$ cat config.mk
export PLATFORM = sky130hd
export DESIGN_NAME = iptc_dataset_stream_parser
export DESIGN_NICKNAME = d
export VERILOG_FILES = /design/src/idsp_pkg.sv /design/src/idsp_res_fifo.sv /design/src/iptc_dataset_stream_parser.sv
export SDC_FILE = /design/constraint.sdc
export NUM_CORES = 1
export LEC_CHECK = 0
export BUFFER_PORTS_ARGS = -buffer_cell sky130_fd_sc_hd__clkbuf_2
export CAP_MARGIN = 25
export CORE_ASPECT_RATIO = 1.4
export CORE_MARGIN = 4
export CORE_UTILIZATION = 57
export DETAILED_ROUTE_END_ITERATION = 10
export MAX_ROUTING_LAYER = met4
export PLACE_DENSITY = 0.8
export SLEW_MARGIN = 20
export SYNTH_ARGS = -nofsm -noshare
export SYNTH_HDL_FRONTEND = slang
export SYNTH_HIERARCHICAL = 1
export SYNTH_SLANG_ARGS = --single-unit
$ cat constraint.sdc
create_clock -name clk -period 8.1 [get_ports clk]
set_input_delay 1.62 -clock clk [delete_from_list [all_inputs] [get_ports clk]]
set_output_delay 1.62 -clock clk [all_outputs]
set_load 0.05 [all_outputs]
$ cat src/idsp_pkg.sv
// Package for the IPTC dataset stream parser: parse phases, result kinds,
// the result record and the push group between parser and result queue.
// No dependencies.
package idsp_pkg;

    // Width of the buffer length and byte position counters (16 to 32)
    localparam int LENGTH_BITS = 32;

    // Result queue depth, a power of two of at least 2
    localparam int RES_DEPTH = 4;
    localparam int RES_PTR_W = $clog2(RES_DEPTH);
    localparam int RES_CNT_W = $clog2(RES_DEPTH + 1);

    // Marker and size field constants
    localparam logic [7:0]  MARKER   = 8'h1C;
    localparam logic [15:0] SOS_MASK = 16'h7FFF;
    localparam logic [14:0] MAX_SOS  = 15'd4;

    typedef enum logic [2:0] {
        PH_SCAN    = 3'd0,
        PH_RECORD  = 3'd1,
        PH_DATASET = 3'd2,
        PH_SIZE_HI = 3'd3,
        PH_SIZE_LO = 3'd4,
        PH_EXT     = 3'd5,
        PH_PAYLOAD = 3'd6,
        PH_DONE    = 3'd7
    } phase_t;

    typedef enum logic [2:0] {
        KIND_HDR_OK      = 3'd0,
        KIND_PAYLOAD     = 3'd1,
        KIND_HDR_BADSIZE = 3'd2,
        KIND_SOS_TOOLONG = 3'd3,
        KIND_BUF_END     = 3'd4
    } kind_t;

    typedef struct packed {
        kind_t       kind;
        logic [7:0]  record;
        logic [7:0]  dataset;
        logic [31:0] payload_size;
        logic [7:0]  payload_byte;
        logic        last_of_run;
    } result_t;

    // Zero or up to two results written in one cycle
    typedef struct packed {
        logic [1:0] count;
        result_t    slot0;
        result_t    slot1;
    } res_push_t;

endpackage

$ cat src/idsp_res_fifo.sv
// Result queue of the IPTC dataset stream parser: takes up to two results
// a cycle and hands out one a cycle on the result channel while result_stall is low.
// Depends on idsp_pkg.
module idsp_res_fifo (
    input  logic                clk,
    input  logic                rst_n,
    input  idsp_pkg::res_push_t push,
    output logic                full_for_two,
    output logic                result_valid,
    input  logic                result_stall,
    output idsp_pkg::result_t   head
);
    import idsp_pkg::*;

    result_t                mem_reg [RES_DEPTH];
    logic [RES_PTR_W-1:0]   wr_ptr_reg, wr_ptr_next;
    logic [RES_PTR_W-1:0]   rd_ptr_reg, rd_ptr_next;
    logic [RES_CNT_W-1:0]   count_reg, count_next;
    logic [RES_PTR_W-1:0]   wr_ptr_plus1;
    logic                   pop;

    assign result_valid = (count_reg != '0);
    assign head         = mem_reg[rd_ptr_reg];
    assign pop          = result_valid && !result_stall;
    // Stall input unless two free entries remain
    assign full_for_two = (count_reg > RES_CNT_W'(RES_DEPTH - 2));
    assign wr_ptr_plus1 = wr_ptr_reg + RES_PTR_W'(1);

    // Pointer and count update
    always_comb
    begin
        wr_ptr_next = wr_ptr_reg + RES_PTR_W'(push.count);
        rd_ptr_next = rd_ptr_reg + RES_PTR_W'(pop);
        count_next  = count_reg + RES_CNT_W'(push.count) - RES_CNT_W'(pop);
    end

    always_ff @(posedge clk or negedge rst_n)
    begin
        if (!rst_n)
        begin
            wr_ptr_reg <= '0;
            rd_ptr_reg <= '0;
            count_reg  <= '0;
        end
        else
        begin
            wr_ptr_reg <= wr_ptr_next;
            rd_ptr_reg <= rd_ptr_next;
            count_reg  <= count_next;
        end
    end

    // Entry storage, no reset needed
    always_ff @(posedge clk)
    begin
        if (push.count != 2'd0)
        begin
            mem_reg[wr_ptr_reg] <= push.slot0;
        end
        if (push.count == 2'd2)
        begin
            mem_reg[wr_ptr_plus1] <= push.slot1;
        end
    end

endmodule

$ cat src/iptc_dataset_stream_parser.sv
// Top level of the IPTC dataset stream parser: byte-wide parse state
// machine feeding a small result queue.
// Depends on idsp_pkg and idsp_res_fifo.
//
//  channel  | handshake                 | payload
//  ---------+---------------------------+---------------------------------------
//  item     | item_valid / item_stall   | data_byte, first_of_buffer, total_length
//  result   | result_valid/result_stall | kind, record, dataset, payload_size,
//           |                           | payload_byte, last_of_run
//
// One byte is taken per cycle while item_stall is low; its zero, one or two
// results go to a four-entry queue in that same cycle and leave at one per
// cycle while result_stall is low. A byte with two results (the last byte
// of a buffer) can leave the queue behind, so item_stall rises while fewer
// than two entries are free. rst_n clears parse state and queue asynchronously.
module iptc_dataset_stream_parser (
    input  logic        clk,
    input  logic        rst_n,
    input  logic        item_valid,
    output logic        item_stall,
    input  logic [7:0]  data_byte,
    input  logic        first_of_buffer,
    input  logic [31:0] total_length,
    output logic        result_valid,
    input  logic        result_stall,
    output logic [2:0]  kind,
    output logic [7:0]  record,
    output logic [7:0]  dataset,
    output logic [31:0] payload_size,
    output logic [7:0]  payload_byte,
    output logic        last_of_run
);
    import idsp_pkg::*;

    phase_t                 phase_reg, phase_next;
    logic [LENGTH_BITS-1:0] position_reg, position_next;
    logic [LENGTH_BITS-1:0] buffer_length_reg, buffer_length_next;
    logic [7:0]             record_reg, record_next;
    logic [7:0]             dataset_reg, dataset_next;
    logic [7:0]             size_first_byte_reg, size_first_byte_next;
    logic [31:0]            size_accumulator_reg, size_accumulator_next;
    logic [2:0]             size_bytes_left_reg, size_bytes_left_next;
    logic [31:0]            payload_left_reg, payload_left_next;

    logic                   accept;
    logic                   full_for_two;
    res_push_t              push;
    result_t                head;

    // Working values after an optional buffer restart
    phase_t                 ph;
    logic [LENGTH_BITS-1:0] pos;
    logic [LENGTH_BITS-1:0] blen;
    logic [LENGTH_BITS-1:0] remaining;
    logic [LENGTH_BITS:0]   pos_plus3;
    logic [15:0]            size_word;
    logic [14:0]            sos;
    logic                   hdr_done;
    logic [31:0]            hdr_size;
    logic                   last;
    logic                   first_v;
    logic                   end_v;
    result_t                first_res;
    result_t                end_res;

    assign accept     = item_valid && !full_for_two;
    assign item_stall = full_for_two;

    // Parse step for one byte
    always_comb
    begin
        ph   = first_of_buffer ? PH_SCAN : phase_reg;
        pos  = first_of_buffer ? '0 : position_reg;
        blen = first_of_buffer ? total_length[LENGTH_BITS-1:0] : buffer_length_reg;

        phase_next            = ph;
        position_next         = pos;
        buffer_length_next    = blen;
        record_next           = first_of_buffer ? 8'd0 : record_reg;
        dataset_next          = first_of_buffer ? 8'd0 : dataset_reg;
        size_first_byte_next  = first_of_buffer ? 8'd0 : size_first_byte_reg;
        size_accumulator_next = first_of_buffer ? 32'd0 : size_accumulator_reg;
        size_bytes_left_next  = first_of_buffer ? 3'd0 : size_bytes_left_reg;
        payload_left_next     = first_of_buffer ? 32'd0 : payload_left_reg;

        remaining = blen - pos - LENGTH_BITS'(1);
        pos_plus3 = (LENGTH_BITS+1)'(pos) + (LENGTH_BITS+1)'(3);
        size_word = {size_first_byte_next, data_byte};
        sos       = size_word[14:0] & SOS_MASK[14:0];
        hdr_done  = 1'b0;
        hdr_size  = 32'd0;
        last      = (payload_left_next <= 32'd1);

        first_v   = 1'b0;
        end_v     = 1'b0;
        first_res = '0;
        end_res   = '0;
        end_res.kind = KIND_BUF_END;

        if (pos < blen)
        begin
            case (ph)
                PH_SCAN:
                begin
                    if (pos_plus3 >= (LENGTH_BITS+1)'(blen))
                        phase_next = PH_DONE;
                    else if (data_byte == MARKER)
                        phase_next = PH_RECORD;
                end
                PH_RECORD:
                begin
                    record_next = data_byte;
                    phase_next  = PH_DATASET;
                end
                PH_DATASET:
                begin
                    dataset_next = data_byte;
                    phase_next   = PH_SIZE_HI;
                end
                PH_SIZE_HI:
                begin
                    size_first_byte_next = data_byte;
                    phase_next           = PH_SIZE_LO;
                end
                PH_SIZE_LO:
                begin
                    if (size_first_byte_next[7])
                    begin
                        // Extended size: low 15 bits give the size-of-size
                        if (sos > MAX_SOS)
                        begin
                            first_v           = 1'b1;
                            first_res.kind    = KIND_SOS_TOOLONG;
                            first_res.record  = record_next;
                            first_res.dataset = dataset_next;
                            phase_next        = PH_DONE;
                        end
                        else
                        begin
                            size_accumulator_next = 32'd0;
                            size_bytes_left_next  = sos[2:0];
                            if (sos == 15'd0)
                                hdr_done = 1'b1;
                            else
                                phase_next = PH_EXT;
                        end
                    end
                    else
                    begin
                        size_accumulator_next = 32'(size_word);
                        hdr_size              = 32'(size_word);
                        hdr_done              = 1'b1;
                    end
                end
                PH_EXT:
                begin
                    size_accumulator_next = {size_accumulator_next[23:0], data_byte};
                    size_bytes_left_next  = size_bytes_left_next - 3'd1;
                    hdr_size              = size_accumulator_next;
                    if (size_bytes_left_next == 3'd0)
                        hdr_done = 1'b1;
                end
                PH_PAYLOAD:
                begin
                    first_v                = 1'b1;
                    first_res.kind         = KIND_PAYLOAD;
                    first_res.record       = record_next;
                    first_res.dataset      = dataset_next;
                    first_res.payload_size = size_accumulator_next;
                    first_res.payload_byte = data_byte;
                    first_res.last_of_run  = last;
                    payload_left_next      = last ? 32'd0 : payload_left_next - 32'd1;
                    if (last)
                        phase_next = PH_SCAN;
                end
                default:
                begin
                end
            endcase

            // Header complete: check that the payload fits the buffer
            if (hdr_done)
            begin
                first_v                = 1'b1;
                first_res.record       = record_next;
                first_res.dataset      = dataset_next;
                first_res.payload_size = hdr_size;
                if (hdr_size <= 32'(remaining))
                begin
                    first_res.kind = KIND_HDR_OK;
                    if (hdr_size == 32'd0)
                        phase_next = PH_SCAN;
                    else
                    begin
                        payload_left_next = hdr_size;
                        phase_next        = PH_PAYLOAD;
                    end
                end
                else
                begin
                    first_res.kind = KIND_HDR_BADSIZE;
                    phase_next     = PH_DONE;
                end
            end

            // Advance position, report the end of the buffer
            position_next = pos + LENGTH_BITS'(1);
            if (position_next == blen)
            begin
                end_v      = 1'b1;
                phase_next = PH_DONE;
            end
        end

        // Pack results into the queue write
        push.count = accept ? (2'(first_v) + 2'(end_v)) : 2'd0;
        push.slot0 = first_v ? first_res : end_res;
        push.slot1 = end_res;
    end

    // Parse state registers, updated on each accepted byte
    always_ff @(posedge clk or negedge rst_n)
    begin
        if (!rst_n)
        begin
            phase_reg            <= PH_SCAN;
            position_reg         <= '0;
            buffer_length_reg    <= '0;
            record_reg           <= '0;
            dataset_reg          <= '0;
            size_first_byte_reg  <= '0;
            size_accumulator_reg <= '0;
            size_bytes_left_reg  <= '0;
            payload_left_reg     <= '0;
        end
        else if (accept)
        begin
            phase_reg            <= phase_next;
            position_reg         <= position_next;
            buffer_length_reg    <= buffer_length_next;
            record_reg           <= record_next;
            dataset_reg          <= dataset_next;
            size_first_byte_reg  <= size_first_byte_next;
            size_accumulator_reg <= size_accumulator_next;
            size_bytes_left_reg  <= size_bytes_left_next;
            payload_left_reg     <= payload_left_next;
        end
    end

    // Result queue
    idsp_res_fifo u_res_fifo (
        .clk          (clk),
        .rst_n        (rst_n),
        .push         (push),
        .full_for_two (full_for_two),
        .result_valid (result_valid),
        .result_stall (result_stall),
        .head         (head)
    );

    assign kind         = head.kind;
    assign record       = head.record;
    assign dataset      = head.dataset;
    assign payload_size = head.payload_size;
    assign payload_byte = head.payload_byte;
    assign last_of_run  = head.last_of_run;

endmodule
==> metrics.md, run 1 <==
| Metric | Value |
|---|---|
| Status | complete, no violations |
| Synth Flop Type | edfxtp_1 |
| Nature of the critical path endpoint | register |
| Synth Register Bits | 405 |
| Peak VDD IR | 243 µV |
| Post-CTS Setup Bufs | 0 |
| GPL Wtd Cong | 1.02 |
| Fin. max-slew vios | 0 |
| Skew-Pair Late Insertion Delay | 0.58 ns |
| Relative slew slack | 29.4% |
| Skew final | 0.0133 ns |
| Top Ports | 107 |
| Die height | 269 µm |
| WP data required | 8.58 ns |
| Clk sink count | 405 |
| Setup_tns | 0 ns |
| Row count | 95 |
| Number of max-cap violations | 0 |
| Hold Crit Class | register to register |
| Hold-fix buffers at CTS | 0 |
| Initial antenna violation count | 0 |
| All-layer global routing usage | 31.6% |
| Num CTS Buffers | 42 |
| Share of cells above drive strength 1 | 17.8% |
| Grt total ovfl | 0 |
| CTS tree | built |
| WL per Instance | 23.4 µm |
| WP data arrival | 8.28 ns |
| Fin crit share | 96.2% |
| Crit-path max FO | 26 |
| Post-cts repair resize count | 0 |
| Max Buffers Root-to-Sink | 3 |
| Number of synthesized flops with an enable pin | 240 |
| Htree depth | 2 |
| Area growth, synth to finish | 13.5% |
| Largest net degree at the start of global routing | 67 |
| Worst Path Class, Setup | input port to register |
| Yosys cell types | 108 |
| Drt drc | 0 |
| Max FFs per register | 240 |
| Dpl hpwl | 58.7 mm |
| Area leader, netlist | edfxtp_1 |
| Initial Util | 57.8% |
| Max Fclk | 128 MHz |
| Cells after Synth | 2,564 |
| Hold Violations, Final | 0 |
| Nets | 3,048 |
| Minimum clock period | 7.79 ns |
| Mean Syn Cell Area | 10.9 µm² |
| CP startpoint kind | input port |
| Final setup fails | 0 |
| Worst hold margin | 0.472 ns |
| Pre-antenna DRT Iters | 7 |
| Register area share after synthesis | 40.7% |
| Drt total wl | 82.7 mm |
| Clk root buf | clkbuf_16 |
| Leakage power | 0.0141 µW |
| Die area | 52,500 µm² |
| Fill count | 3,714 |
| Share of flip-flops with an asynchronous set or reset | 40.7% |
| Initial DRC Count | 1,860 |
| Global-route wire length before repair | 128 mm |
| Pwr dens | 246 nW/µm² |
| Synth top area cells | edfxtp_1 26%, dfrtp_1 15%, ha_1 6.2% |
| Die X | 195 µm |
| Vias | 22,000 |
| Worst-margin pin slew | 1.05 ns |
| RSZ-0062 raised after global routing | no |
| Area share of the largest cell type after synthesis | 25.9% |
| Vias in the first global route | 22,800 |
| Floorplan Core Area | 48,100 µm² |
| Synth Warn # | 6 |
| Final antenna-violating net count | 0 |
| Clk pin slew, worst setup/hold paths | 0.06 ns |
| Number of port buffers | 106 |
| Synthesized cell area | 27,800 µm² |
| DR vias/cell | 6.23 |
==> cells in the mapped netlist, types with 60 or more instances <==
| master | n |
|---|---|
| mux2_1 | 85 |
| o21ai_0 | 113 |
| clkbuf_1 | 90 |
| a21oi_1 | 88 |
| nor2_1 | 135 |
| mux4_2 | 60 |
| nand2_1 | 220 |
| mux2_4 | 60 |
| edfxtp_1 | 240 |
| dfrtp_1 | 165 |
| xnor2_1 | 92 |
| ha_1 | 137 |
| mux2_2 | 97 |
| inv_1 | 105 |
==> cell usage in the layout (no fill, tap or decap), drive strengths merged, types with 89 or more instances in the layout <==
cell / count
a21oi: 89
clkbuf: 161
conb: 240
dfrtp: 165
edfxtp: 240
ha: 137
inv: 106
mux2: 242
nand2: 220
nor2: 137
o21ai: 116
xnor2: 92
==> cell type report <==
cell class	instances	area, µm²	share of cell area, %
sequential	405	11300	35.9
multi-input combinational	2127	16300	51.6
clock inverter	21	251	0.796
clock buffer	57	1180	3.74
tap	630	788	2.50
antenna	2	5.00	0.0158
timing repair buffer	181	1320	4.19
inverter	107	402	1.27
==> worst max-delay path, stage by stage <==
cell and delay [ns]:
buf_4 0.29, inv_2 0.28, a21boi_0 0.46, ha_1 0.37, nor2b_1 0.16, o21ai_0 0.23
a21boi_0 0.21, o2111ai_1 0.47, a211oi_1 0.14, buf_4 0.16, nor4b_1 0.82, o211a_1 0.28
nor3_1 0.06, ha_1 0.30, nand4_1 0.14, nor4_1 0.32, buf_4 0.17, a21oi_1 0.06
o211ai_1 0.14, o21a_1 0.31, o31a_1 0.68, buf_4 0.28, a22oi_1 0.08, o21ai_0 0.20
==> path summary, 6_finish.rpt <==
path	startpoint	end	slack, ns	depth (start not counted)
max	first_of_buffer	payload_left_reg[12]$_DFFE_PN0P_	0.31	24
min	buffer_length_reg[25]$_DFFE_PN0P_	buffer_length_reg[25]$_DFFE_PN0P_	0.47	2
max reg2reg	position_reg[2]$_DFFE_PN0P_	payload_left_reg[12]$_DFFE_PN0P_	1.55	23
min reg2reg	buffer_length_reg[25]$_DFFE_PN0P_	buffer_length_reg[25]$_DFFE_PN0P_	0.47	2
max in group asynchronous	rst_n	u_res_fifo/rd_ptr_reg[0]$_DFF_PN0_	5.64	2
min in group asynchronous	rst_n	buffer_length_reg[26]$_DFFE_PN0P_	1.04	1
==> through the flow <==
step	instances	utilization, %	cell area (µm²)	power [µW]	worst slack (ns)
finish	3530	65.6	31600	7780	0.306
global route	3528	65.6	31600	8180	0.0326
CTS	3528	65.6	31600	7770	0.484
floorplan	2802	-	28800	4910	-0.107
global placement	3449	62.6	30100	5640	0.177
detailed placement	3450	62.6	30100	5730	-0.132
==> layer usage <==
layer | GRT usage [%] | up-vias | part of all wire [%]
met3 | 3.48 | 259 | 4.8
met5 | - | - | 0
li1 | - | 9982 | -
met1 | 35.6 | 10900 | 37
met4 | 16.5 | 0 | 6.2
met2 | 55.3 | 829 | 52
==> power breakdown <==
| part | switching [µW] | leakage (µW) | internal [µW] | total [µW] |
|---|---|---|---|---|
| logic | 1960 | 0.00870 | 1090 | 3050 |
| clock network | 852 | 0.000697 | 1190 | 2040 |
| registers | 292 | 0.00469 | 2390 | 2690 |
==> kinds of logic (layout without fill, tap and decap cells) <==
kind of cell / count (synthesis) / count (layout) / synth area share (%)
DFF: 405 / 405 / 40.7
AOI/OAI and AO/OA: 530 / 530 / 13.4
and+or+nand+nor: 739 / 739 / 13.8
muxes: 357 / 357 / 17.5
adders and majority gates: 139 / 139 / 6.30
other: 2 / 242 / 0.0270
buffers and inverters: 270 / 366 / 4.33
xor gates and xnor gates: 122 / 122 / 3.89
Power figures use the tool's default switching activity.
==> run 2: changes to the inputs <==
--- a/config.mk
+++ b/config.mk
@@ -5,14 +5,16 @@
 export SDC_FILE = /design/constraint.sdc
 export NUM_CORES = 1
 export LEC_CHECK = 0
+export ABC_AREA = 1
+export ABC_CLOCK_PERIOD_IN_PS = 8100
 export BUFFER_PORTS_ARGS = -buffer_cell sky130_fd_sc_hd__clkbuf_2
 export CAP_MARGIN = 25
 export CORE_ASPECT_RATIO = 1.4
 export CORE_MARGIN = 4
-export CORE_UTILIZATION = 57
+export CORE_UTILIZATION = 45
 export DETAILED_ROUTE_END_ITERATION = 10
 export MAX_ROUTING_LAYER = met4
-export PLACE_DENSITY = 0.8
+export PLACE_DENSITY = 0.66
 export SLEW_MARGIN = 20
 export SYNTH_ARGS = -nofsm -noshare
 export SYNTH_HDL_FRONTEND = slang
==> metrics.md, run 2 <==
| Metric | Value |
|---|---|
| Status | complete, no violations |
| Synth Flop Type | edfxtp_1 |
| Vias in the first global route | 25,400 |
| Fin crit share | 83.2% |
| Clk sink count | 405 |
| Hold Violations, Final | 0 |
| WL per Instance | 17.9 µm |
| Yosys cell types | 55 |
| Htree depth | 2 |
| Register area share after synthesis | 38.2% |
| Top cells by count, synth | 952 x nand2_1, 465 x nor2_1, 460 x o21ai_0, 422 x inv_1, 240 x edfxtp_1 |
| Nature of the critical path endpoint | register |
| All-layer global routing usage | 25.5% |
| Initial antenna violation count | 1 |
| Max stage delay on crit path | 0.48 ns |
| Hold-fix buffers at CTS | 0 |
| Skew-Pair Late Insertion Delay | 0.59 ns |
| Fin. max-slew vios | 0 |
| WL met2 | 44.7 mm |
| Synth Warn # | 6 |
| Worst Path Class, Setup | input port to register |
| Commonest non-fill, non-tap cell in the layout | nand2_1 |
| Cell mode on critical path | nand2_1 |
| Area of the multi-input gates | 15,800 µm² |
| Number of max-cap violations | 0 |
| Die X | 225 µm |
| Fill count | 6,403 |
| Count leader, synth | nand2_1 |
| DRT met1 WL | 35.4 mm |
| Row count | 111 |
| Highest metal used | met4 |
| Max Buffers Root-to-Sink | 3 |
| Dpl hpwl | 61.5 mm |
| Setup_tns | 0 ns |
| Area after DPL | 30,800 µm² |
| Vias | 27,500 |
| Minimum clock period | 6.74 ns |
| Number of port buffers | 106 |
| Global-route wire length before repair | 140 mm |
| Final setup fails | 0 |
| Share of flip-flops with an asynchronous set or reset | 40.7% |
| Die height | 312 µm |
| Share of cells above drive strength 1 | 8.67% |
| Area growth, synth to finish | 8.68% |
| Final antenna-violating net count | 0 |
| Synth top area cells | edfxtp_1 24%, dfrtp_1 14%, nand2_1 12% |
| Clk root buf | clkbuf_16 |
| Clk pin slew, worst setup/hold paths | 0.07 ns |
| Area leader, netlist | edfxtp_1 |
| Synthesized cell area | 29,700 µm² |
| Initial Util | 45.4% |
| Crit-path leading delay family | simple AND/OR/NAND/NOR gates |
| Peak VDD IR | 439 µV |
| Cells after Synth | 4,089 |
| Hold Crit Class | register to register |
| Grt total ovfl | 0 |
| CP startpoint kind | input port |
| Pwr dens | 323 nW/µm² |
| Drt total wl | 89.5 mm |
| Final instance area | 32,300 µm² |
| Number of synthesized flops with an enable pin | 240 |
| Post-cts repair resize count | 0 |
| Max Fclk | 148 MHz |
| Register area | 11,300 µm² |
| Initial DRC Count | 2,163 |
| Die area | 70,200 µm² |
| WP data arrival | 7.22 ns |
| Pre-antenna DRT Iters | 8 |
| Relative slew slack | 27.1% |
| DR vias/cell | 5.48 |
| Max FFs per register | 240 |
| Mean Syn Cell Area | 7.26 µm² |
| Area share of the largest cell type after synthesis | 24.3% |
| Nets | 4,311 |
| CTS tree | built |
| Post-CTS Setup Bufs | 0 |
| Drt drc | 0 |
| Skew final | 0.0124 ns |
| Synth Register Bits | 405 |
| Most frequent cells in the layout | 943 x nand2_1, 464 x nor2_1, 460 x o21ai_0 |
| Num CTS Buffers | 45 |
| Met3 WL | 5.13 mm |
| Slowest cell on crit path | a21boi_0 |
| RSZ-0062 raised after global routing | no |
| Leakage power | 0.0142 µW |
| Worst-margin pin slew | 1.09 ns |
| GPL Wtd Cong | 1.01 |
| Floorplan Core Area | 65,400 µm² |
| Crit-path max FO | 52 |
| Largest net degree at the start of global routing | 121 |
| WP data required | 8.58 ns |
| Top Ports | 107 |
| Crit path buf inv count | 4 |
run 2: worst min-delay path: cells and delay by family, from the launching register on:
family	cells	cell delay, ns
flops	1	0.34
simple gates	2	0.10
run 2: metrics by stage:
step,util [%],instances,power [µW],worst slack (ns),hold WS [ns]
3_5_place_dp,47.0,4927,8300,0.760,0.465
5_1_grt,49.3,5012,11200,0.660,0.496
3_3_place_gp,47.0,4927,8240,0.872,0.461
6_report,49.3,5012,10400,1.36,0.479
4_1_cts,49.3,5011,10400,1.38,0.482
2_1_floorplan,-,4147,6990,0.762,0.442
run 2: metal layers:
layer	track usage [%]	up-vias
met1	30.2	12600
met4	10.5	0
li1	-	13600
met5	-	-
met3	2.71	230
met2	44.1	956
run 2: layout make-up:
cell class / instances / share of cell area, %
antenna: 1 / 0.00776
clock buffer: 57 / 3.79
clock inverter: 27 / 0.838
inverter: 436 / 5.10
multi-input combinational: 3094 / 48.9
sequential: 405 / 35.2
tap: 847 / 3.29
timing repair buffer: 145 / 2.93
run 2: power breakdown:
| part | total [µW] | switching (µW) | internal [µW] |
|---|---|---|---|
| registers | 2920 | 259 | 2660 |
| logic | 5380 | 3860 | 1520 |
| clock network | 2110 | 925 | 1180 |
| total | 10400 | 5040 | 5370 |
run 2: cell families (layout without fill, tap and decap cells):
group	after synthesis	after routing	synth area share, %
compound gates	1024	1024	18.6
fa+ha+maj	139	139	5.91
simple gates	1795	1795	25.5
buf+inv	648	665	9.59
xor+xnor	76	76	2.24
other cells	2	61	0.0253
flops	405	405	38.2
run 2: worst paths after layout:
path	endpoint	slack [ns]	cells past startpoint	start
max in group asynchronous	position_reg[1]$_DFFE_PN0P_	5.82	2	rst_n
hold reg to reg	payload_left_reg[31]$_DFFE_PN0P_	0.48	2	payload_left_reg[31]$_DFFE_PN0P_
setup reg to reg	payload_left_reg[2]$_DFFE_PN0P_	2.62	25	buffer_length_reg[3]$_DFFE_PN0P_
setup / recovery	payload_left_reg[2]$_DFFE_PN0P_	1.36	28	first_of_buffer
min in group asynchronous	buffer_length_reg[29]$_DFFE_PN0P_	1.00	1	rst_n
hold / removal	payload_left_reg[31]$_DFFE_PN0P_	0.48	2	payload_left_reg[31]$_DFFE_PN0P_
